### src/qjtg_pkg.sv
`timescale 1ns / 1ps
// ----------------------------------------------------------------------------
// qjtg_pkg
// shared types, constants and coefficient function of the trajectory core
// ----------------------------------------------------------------------------
package qjtg_pkg;

    localparam int NAXES   = 3;
    localparam int AX_W    = $clog2(NAXES);
    localparam int CMD_W   = 32;
    localparam int REG_W   = 16;
    localparam int FRAC_T  = 20;
    localparam int ACC_W   = 32;
    localparam int MUL_W   = CMD_W + 1;
    localparam int PROD_W  = 2 * MUL_W;
    localparam int SUM_W   = 48;
    localparam int CNT_W   = $clog2(FRAC_T + 1);
    localparam int HK_W    = 3;

    localparam logic [0:0] CFG_START_VELOCITY = 1'd0;
    localparam logic [0:0] CFG_START_ACCEL    = 1'd1;

    localparam logic [REG_W-1:0] VEL_RESET = 16'd3277;
    localparam logic [REG_W-1:0] ACC_RESET = 16'd18842;

    typedef logic [1:0] kind_t;
    localparam kind_t KIND_START = 2'd0;
    localparam kind_t KIND_TICK  = 2'd1;
    localparam kind_t KIND_HOLD  = 2'd2;

    typedef struct packed {
        logic                    opcode;
        logic                    enabled;
        logic signed [CMD_W-1:0] target_a;
        logic signed [CMD_W-1:0] target_b;
        logic signed [CMD_W-1:0] target_c;
        logic [15:0]             move_ticks;
        logic signed [CMD_W-1:0] measured_a;
        logic signed [CMD_W-1:0] measured_b;
        logic signed [CMD_W-1:0] measured_c;
    } in_item_t;

    typedef struct packed {
        logic signed [CMD_W-1:0] command_a;
        logic signed [CMD_W-1:0] command_b;
        logic signed [CMD_W-1:0] command_c;
        logic                    busy_res;
        logic                    done_res;
    } out_item_t;

    typedef struct packed {
        kind_t    kind;
        in_item_t item;
    } q_entry_t;

    typedef struct packed {
        logic idle;
        logic running;
        logic finished;
        logic done_state;
    } back_stat_t;

    // quintic coefficient k scaled from q13 to q20
    function automatic logic signed [ACC_W-1:0] coef_q20(
        input logic [HK_W-1:0]         k,
        input logic signed [REG_W-1:0] v,
        input logic signed [REG_W-1:0] a
    );
        logic signed [ACC_W-1:0] vv;
        logic signed [ACC_W-1:0] aa;
        logic signed [ACC_W-1:0] c;
        vv = ACC_W'(v);
        aa = ACC_W'(a);
        case (k)
            3'd0:    c = 32'sd2 * vv;
            3'd1:    c = aa;
            3'd2:    c = 32'sd81920 - 32'sd12 * vv - 32'sd3 * aa;
            3'd3:    c = -32'sd122880 + 32'sd16 * vv + 32'sd3 * aa;
            default: c = 32'sd49152 - 32'sd6 * vv - aa;
        endcase
        return c <<< 7;
    endfunction

endpackage

### src/qjtg_front.sv
`timescale 1ns / 1ps
// ----------------------------------------------------------------------------
// qjtg_front
// input beat queue; tags each beat as start, tick or hold
// ----------------------------------------------------------------------------
module qjtg_front (
    input  logic              clk,
    input  logic              rst_n,
    input  logic              in_valid,
    output logic              in_ready,
    input  qjtg_pkg::in_item_t in_data,
    output logic              q_valid,
    input  logic              q_ready,
    output qjtg_pkg::q_entry_t q_data
);
    import qjtg_pkg::*;

    localparam int DEPTH = 2;
    localparam int PTR_W = $clog2(DEPTH);

    q_entry_t         mem_reg [DEPTH];
    logic [PTR_W-1:0] wr_ptr_reg;
    logic [PTR_W-1:0] rd_ptr_reg;
    logic [PTR_W:0]   count_reg;
    q_entry_t         entry;
    logic             push;
    logic             pop;

    always_comb
    begin
        entry.item = in_data;
        if (!in_data.opcode)
            entry.kind = KIND_START;
        else if (in_data.enabled)
            entry.kind = KIND_TICK;
        else
            entry.kind = KIND_HOLD;
    end

    assign in_ready = (count_reg != (PTR_W+1)'(DEPTH));
    assign q_valid  = (count_reg != '0);
    assign q_data   = mem_reg[rd_ptr_reg];
    assign push     = in_valid && in_ready;
    assign pop      = q_valid && q_ready;

    always_ff @(posedge clk)
    begin
        if (push)
            mem_reg[wr_ptr_reg] <= entry;
    end

    always_ff @(posedge clk or negedge rst_n)
    begin
        if (!rst_n)
        begin
            wr_ptr_reg <= '0;
            rd_ptr_reg <= '0;
            count_reg  <= '0;
        end
        else
        begin
            if (push)
                wr_ptr_reg <= wr_ptr_reg + 1'b1;
            if (pop)
                rd_ptr_reg <= rd_ptr_reg + 1'b1;
            if (push && !pop)
                count_reg <= count_reg + 1'b1;
            else if (pop && !push)
                count_reg <= count_reg - 1'b1;
        end
    end

endmodule

### src/qjtg_back.sv
`timescale 1ns / 1ps
// ----------------------------------------------------------------------------
// qjtg_back
// move state, tick divider, horner sequencer and per-axis blend
// ----------------------------------------------------------------------------
module qjtg_back #(
    parameter int TICK_BITS = 16
) (
    input  logic                              clk,
    input  logic                              rst_n,
    input  logic                              q_valid,
    output logic                              q_ready,
    input  qjtg_pkg::q_entry_t                q_data,
    input  logic signed [qjtg_pkg::REG_W-1:0] start_velocity,
    input  logic signed [qjtg_pkg::REG_W-1:0] start_accel,
    output logic                              out_valid,
    input  logic                              out_ready,
    output qjtg_pkg::out_item_t               out_data,
    output qjtg_pkg::back_stat_t              stat
);
    import qjtg_pkg::*;

    localparam logic [2:0] S_IDLE = 3'd0;
    localparam logic [2:0] S_DIV  = 3'd1;
    localparam logic [2:0] S_HMUL = 3'd2;
    localparam logic [2:0] S_HADD = 3'd3;
    localparam logic [2:0] S_AMUL = 3'd4;
    localparam logic [2:0] S_AADD = 3'd5;
    localparam logic [2:0] S_DONE = 3'd6;

    localparam logic signed [SUM_W-1:0] SAT_MAX = 48'sd2147483647;
    localparam logic signed [SUM_W-1:0] SAT_MIN = -48'sd2147483648;

    logic [2:0]              state_reg;
    logic [TICK_BITS-1:0]    elapsed_reg;
    logic [TICK_BITS-1:0]    total_reg;
    logic signed [CMD_W-1:0] start_reg  [NAXES];
    logic signed [CMD_W-1:0] target_reg [NAXES];
    logic signed [CMD_W-1:0] cmd_reg    [NAXES];
    logic                    running_reg;
    logic                    finished_reg;
    logic [TICK_BITS:0]      rem_reg;
    logic [FRAC_T-1:0]       t_reg;
    logic [CNT_W-1:0]        cnt_reg;
    logic [HK_W-1:0]         hk_reg;
    logic signed [ACC_W-1:0] acc_reg;
    logic signed [CMD_W-1:0] s_reg;
    logic [AX_W-1:0]         ax_reg;
    logic signed [PROD_W-1:0] prod_reg;
    logic                    out_valid_reg;
    out_item_t               out_data_reg;

    logic signed [CMD_W-1:0]  in_tgt [NAXES];
    logic signed [CMD_W-1:0]  in_mes [NAXES];
    logic                     take;
    logic [TICK_BITS:0]       e1;
    logic [TICK_BITS:0]       sh;
    logic                     ge;
    logic signed [MUL_W-1:0]  diff;
    logic signed [MUL_W-1:0]  mul_a;
    logic signed [MUL_W-1:0]  mul_b;
    logic signed [PROD_W-1:0] mul_p;
    logic signed [PROD_W-1:0] shifted;
    logic signed [SUM_W-1:0]  sum;
    logic signed [CMD_W-1:0]  blend;

    assign in_tgt[0] = q_data.item.target_a;
    assign in_tgt[1] = q_data.item.target_b;
    assign in_tgt[2] = q_data.item.target_c;
    assign in_mes[0] = q_data.item.measured_a;
    assign in_mes[1] = q_data.item.measured_b;
    assign in_mes[2] = q_data.item.measured_c;

    assign q_ready = (state_reg == S_IDLE);
    assign take    = q_valid && q_ready;
    assign e1      = {1'b0, elapsed_reg} + 1'b1;
    assign sh      = {rem_reg[TICK_BITS-1:0], 1'b0};
    assign ge      = (sh >= {1'b0, total_reg});

    assign diff    = MUL_W'(target_reg[ax_reg]) - MUL_W'(start_reg[ax_reg]);
    assign mul_a   = (state_reg == S_AMUL) ? diff : MUL_W'(acc_reg);
    assign mul_b   = (state_reg == S_AMUL) ? MUL_W'(s_reg)
                                           : $signed({(MUL_W-FRAC_T)'(0), t_reg});
    assign mul_p   = mul_a * mul_b;
    assign shifted = prod_reg >>> FRAC_T;
    assign sum     = SUM_W'(start_reg[ax_reg]) + $signed(shifted[SUM_W-1:0]);

    always_comb
    begin
        if (sum > SAT_MAX)
            blend = SAT_MAX[CMD_W-1:0];
        else if (sum < SAT_MIN)
            blend = SAT_MIN[CMD_W-1:0];
        else
            blend = sum[CMD_W-1:0];
    end

    always_ff @(posedge clk)
    begin
        unique case (state_reg)
            S_DIV:
            begin
                rem_reg <= ge ? (sh - {1'b0, total_reg}) : sh;
                t_reg   <= {t_reg[FRAC_T-2:0], ge};
            end
            S_HMUL, S_AMUL:
                prod_reg <= mul_p;
            S_HADD:
            begin
                if (hk_reg == '0)
                    s_reg <= $signed(shifted[CMD_W-1:0]);
                else
                    acc_reg <= coef_q20(hk_reg - 1'b1, start_velocity, start_accel)
                               + $signed(shifted[ACC_W-1:0]);
            end
            default:
            begin
                if (take)
                begin
                    rem_reg <= {1'b0, elapsed_reg};
                    t_reg   <= '0;
                    acc_reg <= coef_q20(3'd4, start_velocity, start_accel);
                end
            end
        endcase
    end

    always_ff @(posedge clk or negedge rst_n)
    begin
        if (!rst_n)
        begin
            state_reg     <= S_IDLE;
            elapsed_reg   <= '0;
            total_reg     <= '0;
            running_reg   <= 1'b0;
            finished_reg  <= 1'b1;
            cnt_reg       <= '0;
            hk_reg        <= '0;
            ax_reg        <= '0;
            out_valid_reg <= 1'b0;
            out_data_reg  <= '0;
            for (int i = 0; i < NAXES; i++)
            begin
                start_reg[i]  <= '0;
                target_reg[i] <= '0;
                cmd_reg[i]    <= '0;
            end
        end
        else
        begin
            if (out_valid_reg && out_ready && state_reg != S_DONE)
                out_valid_reg <= 1'b0;
            unique case (state_reg)
                S_IDLE:
                begin
                    if (take)
                    begin
                        state_reg <= S_DONE;
                        if (q_data.kind == KIND_START)
                        begin
                            for (int i = 0; i < NAXES; i++)
                            begin
                                target_reg[i] <= in_tgt[i];
                                start_reg[i]  <= in_mes[i];
                            end
                            total_reg    <= TICK_BITS'(q_data.item.move_ticks);
                            elapsed_reg  <= '0;
                            running_reg  <= 1'b1;
                            finished_reg <= 1'b0;
                        end
                        else if (q_data.kind == KIND_TICK && running_reg)
                        begin
                            if (e1 >= {1'b0, total_reg})
                            begin
                                for (int i = 0; i < NAXES; i++)
                                    cmd_reg[i] <= target_reg[i];
                                elapsed_reg  <= total_reg;
                                running_reg  <= 1'b0;
                                finished_reg <= 1'b1;
                            end
                            else
                            begin
                                elapsed_reg <= e1[TICK_BITS-1:0];
                                cnt_reg     <= CNT_W'(FRAC_T);
                                state_reg   <= S_DIV;
                            end
                        end
                    end
                end
                S_DIV:
                begin
                    cnt_reg <= cnt_reg - 1'b1;
                    if (cnt_reg == CNT_W'(1))
                    begin
                        hk_reg    <= HK_W'(4);
                        state_reg <= S_HMUL;
                    end
                end
                S_HMUL:
                    state_reg <= S_HADD;
                S_HADD:
                begin
                    if (hk_reg == '0)
                    begin
                        ax_reg    <= '0;
                        state_reg <= S_AMUL;
                    end
                    else
                    begin
                        hk_reg    <= hk_reg - 1'b1;
                        state_reg <= S_HMUL;
                    end
                end
                S_AMUL:
                    state_reg <= S_AADD;
                S_AADD:
                begin
                    cmd_reg[ax_reg] <= blend;
                    if (ax_reg == AX_W'(NAXES - 1))
                        state_reg <= S_DONE;
                    else
                    begin
                        ax_reg    <= ax_reg + 1'b1;
                        state_reg <= S_AMUL;
                    end
                end
                S_DONE:
                begin
                    if (!out_valid_reg || out_ready)
                    begin
                        out_valid_reg          <= 1'b1;
                        out_data_reg.command_a <= cmd_reg[0];
                        out_data_reg.command_b <= cmd_reg[1];
                        out_data_reg.command_c <= cmd_reg[2];
                        out_data_reg.busy_res  <= running_reg;
                        out_data_reg.done_res  <= finished_reg;
                        state_reg              <= S_IDLE;
                    end
                end
                default:
                    state_reg <= S_IDLE;
            endcase
        end
    end

    assign out_valid       = out_valid_reg;
    assign out_data        = out_data_reg;
    assign stat.idle       = (state_reg == S_IDLE);
    assign stat.running    = running_reg;
    assign stat.finished   = finished_reg;
    assign stat.done_state = (state_reg == S_DONE);

endmodule

### src/quintic_joint_trajectory_generator_core.sv
`timescale 1ns / 1ps
// ----------------------------------------------------------------------------
// quintic_joint_trajectory_generator_core
// three-axis quintic joint trajectory generator, q16.16 positions
// ----------------------------------------------------------------------------
// input beats (in_valid/in_ready) carry either a start of a move (opcode 0)
// or one control tick (opcode 1); every input beat yields exactly one output
// beat (out_valid/out_ready) with the current setpoints and busy/done flags.
// a two-entry queue takes input beats while the sequencer is working.
// start, hold and final ticks pass from the idle state straight to the done state.
// an interpolating tick runs the 20-step tick divider, five horner steps
// on the shared multiplier (multiply, then add) and three axis blends
// (multiply, then add); one item is worked on at a time.
// the user must write start_velocity and start_accel (cfg_we/cfg_index/
// cfg_data) only while the core is idle; the core has no check for this.
// reset clears the queue, idles the sequencer, zeroes all angles, clears
// running and sets done; registers return to 0.8 and 4.6 in q4.12.
// a stalled receiver holds the output beat; the sequencer waits with its
// result and the queue absorbs up to two more input beats.
// ----------------------------------------------------------------------------
module quintic_joint_trajectory_generator_core #(
    parameter int TICK_BITS = 16
) (
    input  logic                        clk,
    input  logic                        rst_n,
    input  logic                        in_valid,
    output logic                        in_ready,
    input  qjtg_pkg::in_item_t          in_data,
    output logic                        out_valid,
    input  logic                        out_ready,
    output qjtg_pkg::out_item_t         out_data,
    input  logic                        cfg_we,
    input  logic [0:0]                  cfg_index,
    input  logic [qjtg_pkg::REG_W-1:0]  cfg_data
);
    import qjtg_pkg::*;

    logic [REG_W-1:0] start_velocity_reg;
    logic [REG_W-1:0] start_accel_reg;
    logic             q_valid;
    logic             q_ready;
    q_entry_t         q_data;
    back_stat_t       stat;

    always_ff @(posedge clk or negedge rst_n)
    begin
        if (!rst_n)
        begin
            start_velocity_reg <= VEL_RESET;
            start_accel_reg    <= ACC_RESET;
        end
        else if (cfg_we)
        begin
            unique case (cfg_index)
                CFG_START_VELOCITY: start_velocity_reg <= cfg_data;
                CFG_START_ACCEL:    start_accel_reg    <= cfg_data;
                default:            start_accel_reg    <= start_accel_reg;
            endcase
        end
    end

    qjtg_front u_front (
        .clk      (clk),
        .rst_n    (rst_n),
        .in_valid (in_valid),
        .in_ready (in_ready),
        .in_data  (in_data),
        .q_valid  (q_valid),
        .q_ready  (q_ready),
        .q_data   (q_data)
    );

    qjtg_back #(
        .TICK_BITS (TICK_BITS)
    ) u_back (
        .clk            (clk),
        .rst_n          (rst_n),
        .q_valid        (q_valid),
        .q_ready        (q_ready),
        .q_data         (q_data),
        .start_velocity ($signed(start_velocity_reg)),
        .start_accel    ($signed(start_accel_reg)),
        .out_valid      (out_valid),
        .out_ready      (out_ready),
        .out_data       (out_data),
        .stat           (stat)
    );

`ifndef SYNTHESIS
    a_run_fin_excl: assert property (@(posedge clk) disable iff (!rst_n)
        !(stat.running && stat.finished))
        else $error("running and finished both set");

    a_out_flags_excl: assert property (@(posedge clk) disable iff (!rst_n)
        out_valid |-> !(out_data.busy_res && out_data.done_res))
        else $error("output beat busy and done together");

    a_out_from_done: assert property (@(posedge clk) disable iff (!rst_n)
        $rose(out_valid) |-> $past(stat.done_state))
        else $error("output beat without finished sequence");

    a_take_when_idle: assert property (@(posedge clk) disable iff (!rst_n)
        (q_valid && q_ready) |-> stat.idle)
        else $error("queue popped while sequencer busy");
`endif

endmodule

### config.mk
export PLATFORM = sky130hd
export DESIGN_NAME = quintic_joint_trajectory_generator_core
export DESIGN_NICKNAME = d
export VERILOG_FILES = /design/src/qjtg_pkg.sv /design/src/qjtg_front.sv /design/src/qjtg_back.sv /design/src/quintic_joint_trajectory_generator_core.sv
export SDC_FILE = /design/constraint.sdc
export NUM_CORES = 2
export LEC_CHECK = 0
export BUFFER_PORTS_ARGS = -buffer_cell sky130_fd_sc_hd__buf_2
export CORE_MARGIN = 4
export CORE_UTILIZATION = 40
export DETAILED_ROUTE_END_ITERATION = 10
export PLACE_DENSITY_LB_ADDON = 0.25
export SLEW_MARGIN = 10
export SYNTH_ARGS = -nofsm -noshare
export SYNTH_HDL_FRONTEND = slang
export SYNTH_SLANG_ARGS = --single-unit
### constraint.sdc
create_clock -name clk -period 34.2 [get_ports clk]
set_input_delay 6.84 -clock clk [delete_from_list [all_inputs] [get_ports clk]]
set_output_delay 6.84 -clock clk [all_outputs]
set_load 0.01 [all_outputs]
* After elaboration in Yosys (flattened, before gate mapping)
Memory sizes are Yosys's and may differ from the RTL's.
Index checks and enable logic that the tools add are counted.
** Storage, ports and cells
- Register bits after elaboration :: 636
- Memory bits (writable) :: 424
- Bits of input ports :: 232
- Output and inout port bits :: 100
- Logic and storage cells :: 200
- Memories :: 1
** Memories
- u_front.mem_reg :: depth 2, bits a word 212, rd ports 1, clocked after Yosys merged registers in 0, wr ports 1, line qjtg_front.sv:21 : q_entry_t mem_reg [DEPTH];
** Cells by class
- Add/subtract/negate cells :: 18
- Multiply operators :: 4
- Order comparisons :: 6
- Equal/unequal tests :: 24
- Muxes and demuxes :: 67
- Bitwise gates (word level) :: 4
- Reduce and logical (&&, ||, !) cells :: 43
** Operators by type and width (count)
- 96-bit two-way mux :: 4
- 32-bit two-way mux :: 9
- 96-bit case mux with 2 select lines :: 1
- 32-bit binary-select mux with 2-bit select :: 2
- 25-bit case mux with 4 select lines :: 1
- 96-bit bitwise mux :: 1
- 16-bit two-way mux :: 5
- 33-bit by 33-bit multiplier with 66-bit output :: 1
- 33-bit two-way mux :: 2
- 32-bit demux with 2-bit select :: 1
- 32-bit case mux with 2 select lines :: 1
- 3-bit by 16-bit multiplier with 19-bit output, first input constant :: 3
- 25-bit two-way mux :: 2
- 48-bit by 32-bit > comparator with 1-bit output, second input constant :: 1
- 48-bit by 32-bit < comparator with 1-bit output, second input constant :: 1
- 32-bit by 46-bit adder with 47-bit output :: 1
- 20-bit case mux with 2 select lines :: 1
- 17-bit by 16-bit greater-or-equal comparator with 1-bit output :: 2
- 32-bit by 32-bit subtractor with 33-bit output :: 1
- 32-bit adder :: 1
- 16-bit case mux with 2 select lines :: 1
- 3-bit two-way mux :: 9
- 25-bit adder :: 1
- 17-bit by 25-bit subtractor with 25-bit output, first input constant :: 1
- other kinds (44) :: 113

* Depth between registers and ports, before layout
- Word-level depth :: 10
- Mapped depth :: 50
- Depth with buffers taken out :: 47

* Cells and area by module
Synthesis repeated with hierarchy kept, for this count alone.
** Unflattened totals
- Cells, all modules :: 8715
- Area total of the unflattened synthesis :: 92573.8 µm²
** By module, submodules not included
- qjtg_back :: instances 1, cells an instance 7966, area each 75094.5 µm², seq. area each 15245.9 µm²
- qjtg_front :: instances 1, cells an instance 680, area each 16209.3 µm², seq. area each 12832.3 µm²
- quintic_joint_trajectory_generator_core :: instances 1, cells an instance 69, area each 1270.0 µm², seq. area each 818.3 µm²

* Worst setup path before layout
Ideal clock, no wire load.
- Path kind :: input to register
- Start point :: in in_valid
- End point :: mem u_front.mem_reg[0][0] (netlist name), enable pin
- Setup time :: 784 ps
- Arrival :: 15636 ps
- Required time :: 33416 ps
- Slack :: 17781 ps
- Stages :: 2
- Path buffers :: 0
- Cell sequence :: nand2_1 nor2_1
** Between the ends
- Longest elaborated chain between the ends :: 3
** Ends and longest elaborated chain
- start: declaration :: line quintic_joint_trajectory_generator_core.sv:26 : input logic in_valid,
- 1-bit logical AND :: line qjtg_front.sv:43 : assign push = in_valid && in_ready;
- 1-bit two-way mux :: line qjtg_front.sv:48 : if (push)
- 1-bit two-way mux (implied by the code) :: line qjtg_front.sv:49 : mem_reg[wr_ptr_reg] <= entry;
- end: declaration :: line qjtg_front.sv:21
Every way passes these cells.

* Worst setup path in the final report
- Start point :: reg u_back.ax_reg[0]
- End point :: reg u_back.prod_reg[63], data pin
** Between the ends
- Longest elaborated chain between the ends :: 7
- Elaborated cells between the ends (all ways) :: 10
- Classes of those cells :: 1 x add/sub; 1 x mul; 7 x mux; 1 x bitwise
** Ends and longest elaborated chain
- start: declaration :: line qjtg_back.sv:48 : logic [AX_W-1:0] ax_reg;
- start signal: assignment :: line qjtg_back.sv:223 : ax_reg <= ax_reg + 1'b1;
- 2-bit NOT with 3-bit output (implied by the code) (*) :: line qjtg_back.sv:80 : assign diff = MUL_W'(target_reg[ax_reg]) - MUL_W'(start_reg[ax_reg]);
- 32-bit binary-select mux with 2-bit select :: line qjtg_back.sv:80
- 32-bit two-way mux (implied by the code) (2 in series) :: line qjtg_back.sv:80
- 32-bit by 32-bit subtractor with 33-bit output (*) :: line qjtg_back.sv:80
- 33-bit two-way mux (*) :: line qjtg_back.sv:81 : assign mul_a = (state_reg == S_AMUL) ? diff : MUL_W'(acc_reg);
- 33-bit by 33-bit multiplier with 66-bit output (*) :: line qjtg_back.sv:84 : assign mul_p = mul_a * mul_b;
- via u_back.mul_p[63] :: line qjtg_back.sv:62 : logic signed [PROD_W-1:0] mul_p;
- end signal: assignment :: line qjtg_back.sv:107 : prod_reg <= mul_p;
- end: declaration :: line qjtg_back.sv:49 : logic signed [PROD_W-1:0] prod_reg;
The timed path passes the listed nets; every way through them passes the cells marked *. The select of a mux whose other input is x is not followed.
A chain may end at the register's enable or synchronous reset.

==> reports/summary.txt <==
Result of the run -> finished, violations left
Violated checks -> antenna violations
Number of buffers added to fix hold violations after cts -> 0
Die height -> 481 µm
Bufs on Longest Clock Path -> 3
Filler instances -> 21400
Highest clock frequency the design can meet -> 65.2 MHz
Total buffers and inverters traversed by the critical path -> 4
Via count of the first global-routing pass -> 67200
Worst EP arrival -> 15780 ps
Max Slew Vio Count -> 0
Aggregate routed wire length -> 294000 µm
Number of buffers created by CTS -> 101
Post-synthesis mux area share -> 4.90%
Final worst clock skew -> 72.0 ps
Async S/R FF share, synth -> 45.4%
Compound-cell area share of the yosys netlist -> 9.12%
Type of the most critical hold path -> reg -> reg
Count of unique library cells instantiated by Yosys -> 98
Min-delay src -> u_back.start_reg[70]$_DFFE_PN0P_
Mapped Area -> 0.0896 mm²
P&R area growth vs syn -> 9.79%
Transition time at the pin with the least slew margin -> 1320 ps
Root buf cell -> clkbuf_16
CP delay by family, top -> compound AO/OA/AOI/OAI gates
Post-CTS setup buffers -> 0
Sequential area share after synthesis -> 32.1%
Number of synthesized flops with an enable pin -> 566
Detailed-route via count -> 64700
Post-synthesis share of cell area spent on full adders, half adders and majority gates -> 32.9%
Initial standard-cell utilization of the core -> 40.3%
Routed length per placed instance -> 24.5 µm
Full die area -> 0.232 mm²
HPWL after DPL -> 233000 µm
Count of final hold-check violations -> 0
Final TNS setup -> 0 ps
Wire length of the first global-routing pass -> 440000 µm
Hold Path Stages -> 2
Post-synth net total -> 10600
Logic depth of the worst path, buffers included -> 42
Most used DFF post-synth -> edfxtp_1
Xor/xnor cell area share of the yosys netlist -> 2.42%
Fin nets -> 10800
Share of cells above drive strength 1 -> 10.5%
Top routing layer in use -> met5
Main combinational cell family by area after synthesis -> adder cells
Residual DRC count -> 0
Largest area contributor in the synthesized netlist -> fa_1
Register-to-Register Path Depth -> 42
Clock tree sinks -> 1036
Count of standard-cell rows -> 173
Top post-synthesis cells by area -> fa_1 26%, edfxtp_1 19%, dfrtp_1 13%
Cell area after layout -> 0.0984 mm²
Category of the critical setup timing path -> reg -> reg
Area fraction of the dominant cell type after synthesis -> 25.7%
TritonCTS clock tree -> built
Endpoint of the worst register-to-register path -> u_back.prod_reg[63]$_DFFE_PN_
Largest net degree at the start of global routing -> 111
Total iterations of the first detailed-routing run -> 8
Syn Area/Cell -> 10.3 µm²
RSZ-0062 raised after global routing -> no
Slew HR -> 11.9%
Number of cells after detailed placement -> 11800
Data required time of the worst path -> 34650 ps
Number of setup violations in the final report -> 0
Post-route ant nets -> 1
Critical path peak fanout -> 57
Floorplan Core Area -> 0.223 mm²
Startpoint Class -> flip-flop
Flip-flop count of the largest register, all copies and words added -> 420
Sort of element at the end of the critical path -> flip-flop
Final Non-Filler Cells -> 12000
Post-cts gate resize count -> 0
Max stage delay cell, worst path -> fa_1
Post-Synth Simple-Gate Area -> 11.2%
Register-to-Register Setup Slack -> 18860 ps
Beginning of the worst register-to-register path -> u_back.ax_reg[0]$_DFFE_PN0P_
GRT Overall Usage -> 25.5%
Number of vias per cell -> 5.39
Max Cap Viol -> 0
H-tree Lvls -> 3
Period utilization -> 44.8%
Wire length on met3 -> 23700 µm
Warning count from the yosys run -> 0
Final RePlAce weighted congestion -> 0.983
Latest clock arrival within the worst-skew pair -> 770 ps
Most common cell on crit path -> fa_1
Maximum single-stage delay on the critical path -> 1010 ps
Initial antenna violation count -> 19
Count of buffers inserted at the top-level ports -> 331
Chip Width -> 481 µm
Number of DRC violations after detailed-routing iteration 0 -> 5529
DP Area -> 0.0949 mm²
Worst min-delay path endpoint -> u_back.start_reg[70]$_DFFE_PN0P_
Met1 Routed Length -> 124000 µm
Clock-pin transition on the worst setup and hold timing paths -> 80 ps
Total met2 wirelength after detailed routing -> 134000 µm
Number of top-level pins -> 332
Crit path time final -> 15340 ps
Leftover overflow at the end of global routing -> 0
Instance count of the mapped netlist -> 8729
Register bit total from synthesis -> 1036
[synth_stat cells, drive strengths merged, types with 27 or more instances]
cell type     n
nor2b        42
nand2b       41
edfxtp      566
xor2         80
xnor2       168
ha          517
mux2        128
a21boi       43
nand4        27
clkbuf      327
a21oi       355
a21o         82
o21a         34
nand2      1165
nor2        685
fa         1152
and2         86
o21ai       471
nor3         46
mux2i       295
and3         65
nand3        99
o22ai        96
buf          44
inv        1341
a31oi        33
dfrtp       455
[worst max-delay path by stage]
stage                                       from                               to
detailed placement  u_back.ax_reg[0]$_DFFE_PN0P_    u_back.prod_reg[63]$_DFFE_PN_
floorplan                               in_valid  u_front.mem_reg[0][0]$_DFFE_PP_
global route        u_back.ax_reg[0]$_DFFE_PN0P_    u_back.prod_reg[63]$_DFFE_PN_
global placement    u_back.ax_reg[0]$_DFFE_PN0P_    u_back.prod_reg[61]$_DFFE_PN_
finish              u_back.ax_reg[0]$_DFFE_PN0P_    u_back.prod_reg[63]$_DFFE_PN_
CTS                 u_back.ax_reg[0]$_DFFE_PN0P_    u_back.prod_reg[63]$_DFFE_PN_
[stage by stage]
step           hold slack, ps  util, %  setup WS [ps]
2_1_floorplan             448        -          17780
3_3_place_gp              460     42.6          19170
3_5_place_dp              470     42.6          18980
4_1_cts                   484     44.2          18850
5_1_grt                   498     44.2          17940
6_report                  482     44.2          18860
[kinds of logic (layout without fill, tap and decap cells)]
kind of cell,count (synthesis),count (layout)
buffers and inverters,1712,2012
AOI/OAI and AO/OA,1314,1314
xor gates and xnor gates,248,248
other,0,9
muxes,423,423
and+or+nand+nor,2327,2327
adders and majority gates,1669,1669
DFF,1036,1036
[layout make-up]
cell class | count | area, µm² | share of cell area [%]
clock inverters | 45 | 584 | 0.594
well taps | 2975 | 3720 | 3.78
flip-flops and latches | 1036 | 28800 | 29.2
clock buffers | 147 | 2960 | 3.01
diodes | 9 | 22.5 | 0.0229
repair buffers | 479 | 2780 | 2.82
multi-input cells | 5981 | 54500 | 55.4
inverters | 1341 | 5030 | 5.11
[per-layer routing]
layer / GRT usage, % / up-vias
met2: 40.4 / 2592
li1: - / 28700
met4: 9.17 / 12
met1: 35.1 / 32900
met3: 4.66 / 468
met5: 0 / -
[placed cells by master, fill, tap and decap left out, types with 21 or more instances in the layout]
cell / Yosys / layout
o22ai_1: 96 / 96
nand2_4: 20 / 21
nor2_1: 685 / 679
nor3_1: 46 / 45
clkbuf_1: 327 / 23
clkbuf_16: 0 / 105
nand2_1: 1145 / 1144
a21oi_2: 63 / 63
a21o_1: 82 / 82
o21ai_0: 459 / 457
ha_1: 517 / 517
a21boi_0: 27 / 26
xor2_1: 80 / 74
and2_1: 79 / 77
nand2b_1: 41 / 40
mux2_2: 128 / 128
a31oi_1: 32 / 31
edfxtp_1: 566 / 566
dfrtp_1: 455 / 452
o21bai_1: 26 / 26
fa_1: 1152 / 1152
mux2i_1: 295 / 292
inv_1: 1341 / 1341
buf_4: 0 / 148
and3_1: 65 / 64
xnor2_1: 168 / 162
nor2b_1: 42 / 41
buf_2: 7 / 330
nand3_1: 98 / 98
o21a_1: 34 / 34
a21oi_1: 292 / 289
nand4_1: 27 / 27
[worst register-to-register path: cells and delay by family, from the launching register on]
family | cells | cell delay (ps)
simple gates | 7 | 1160
flops | 1 | 970
fa+ha+maj | 10 | 5360
buf+inv | 4 | 1070
compound gates | 21 | 6470
Power is left out: the tool's default activity adds up to more than one toggle a clock period on the data nets, which glitch-free logic cannot reach.
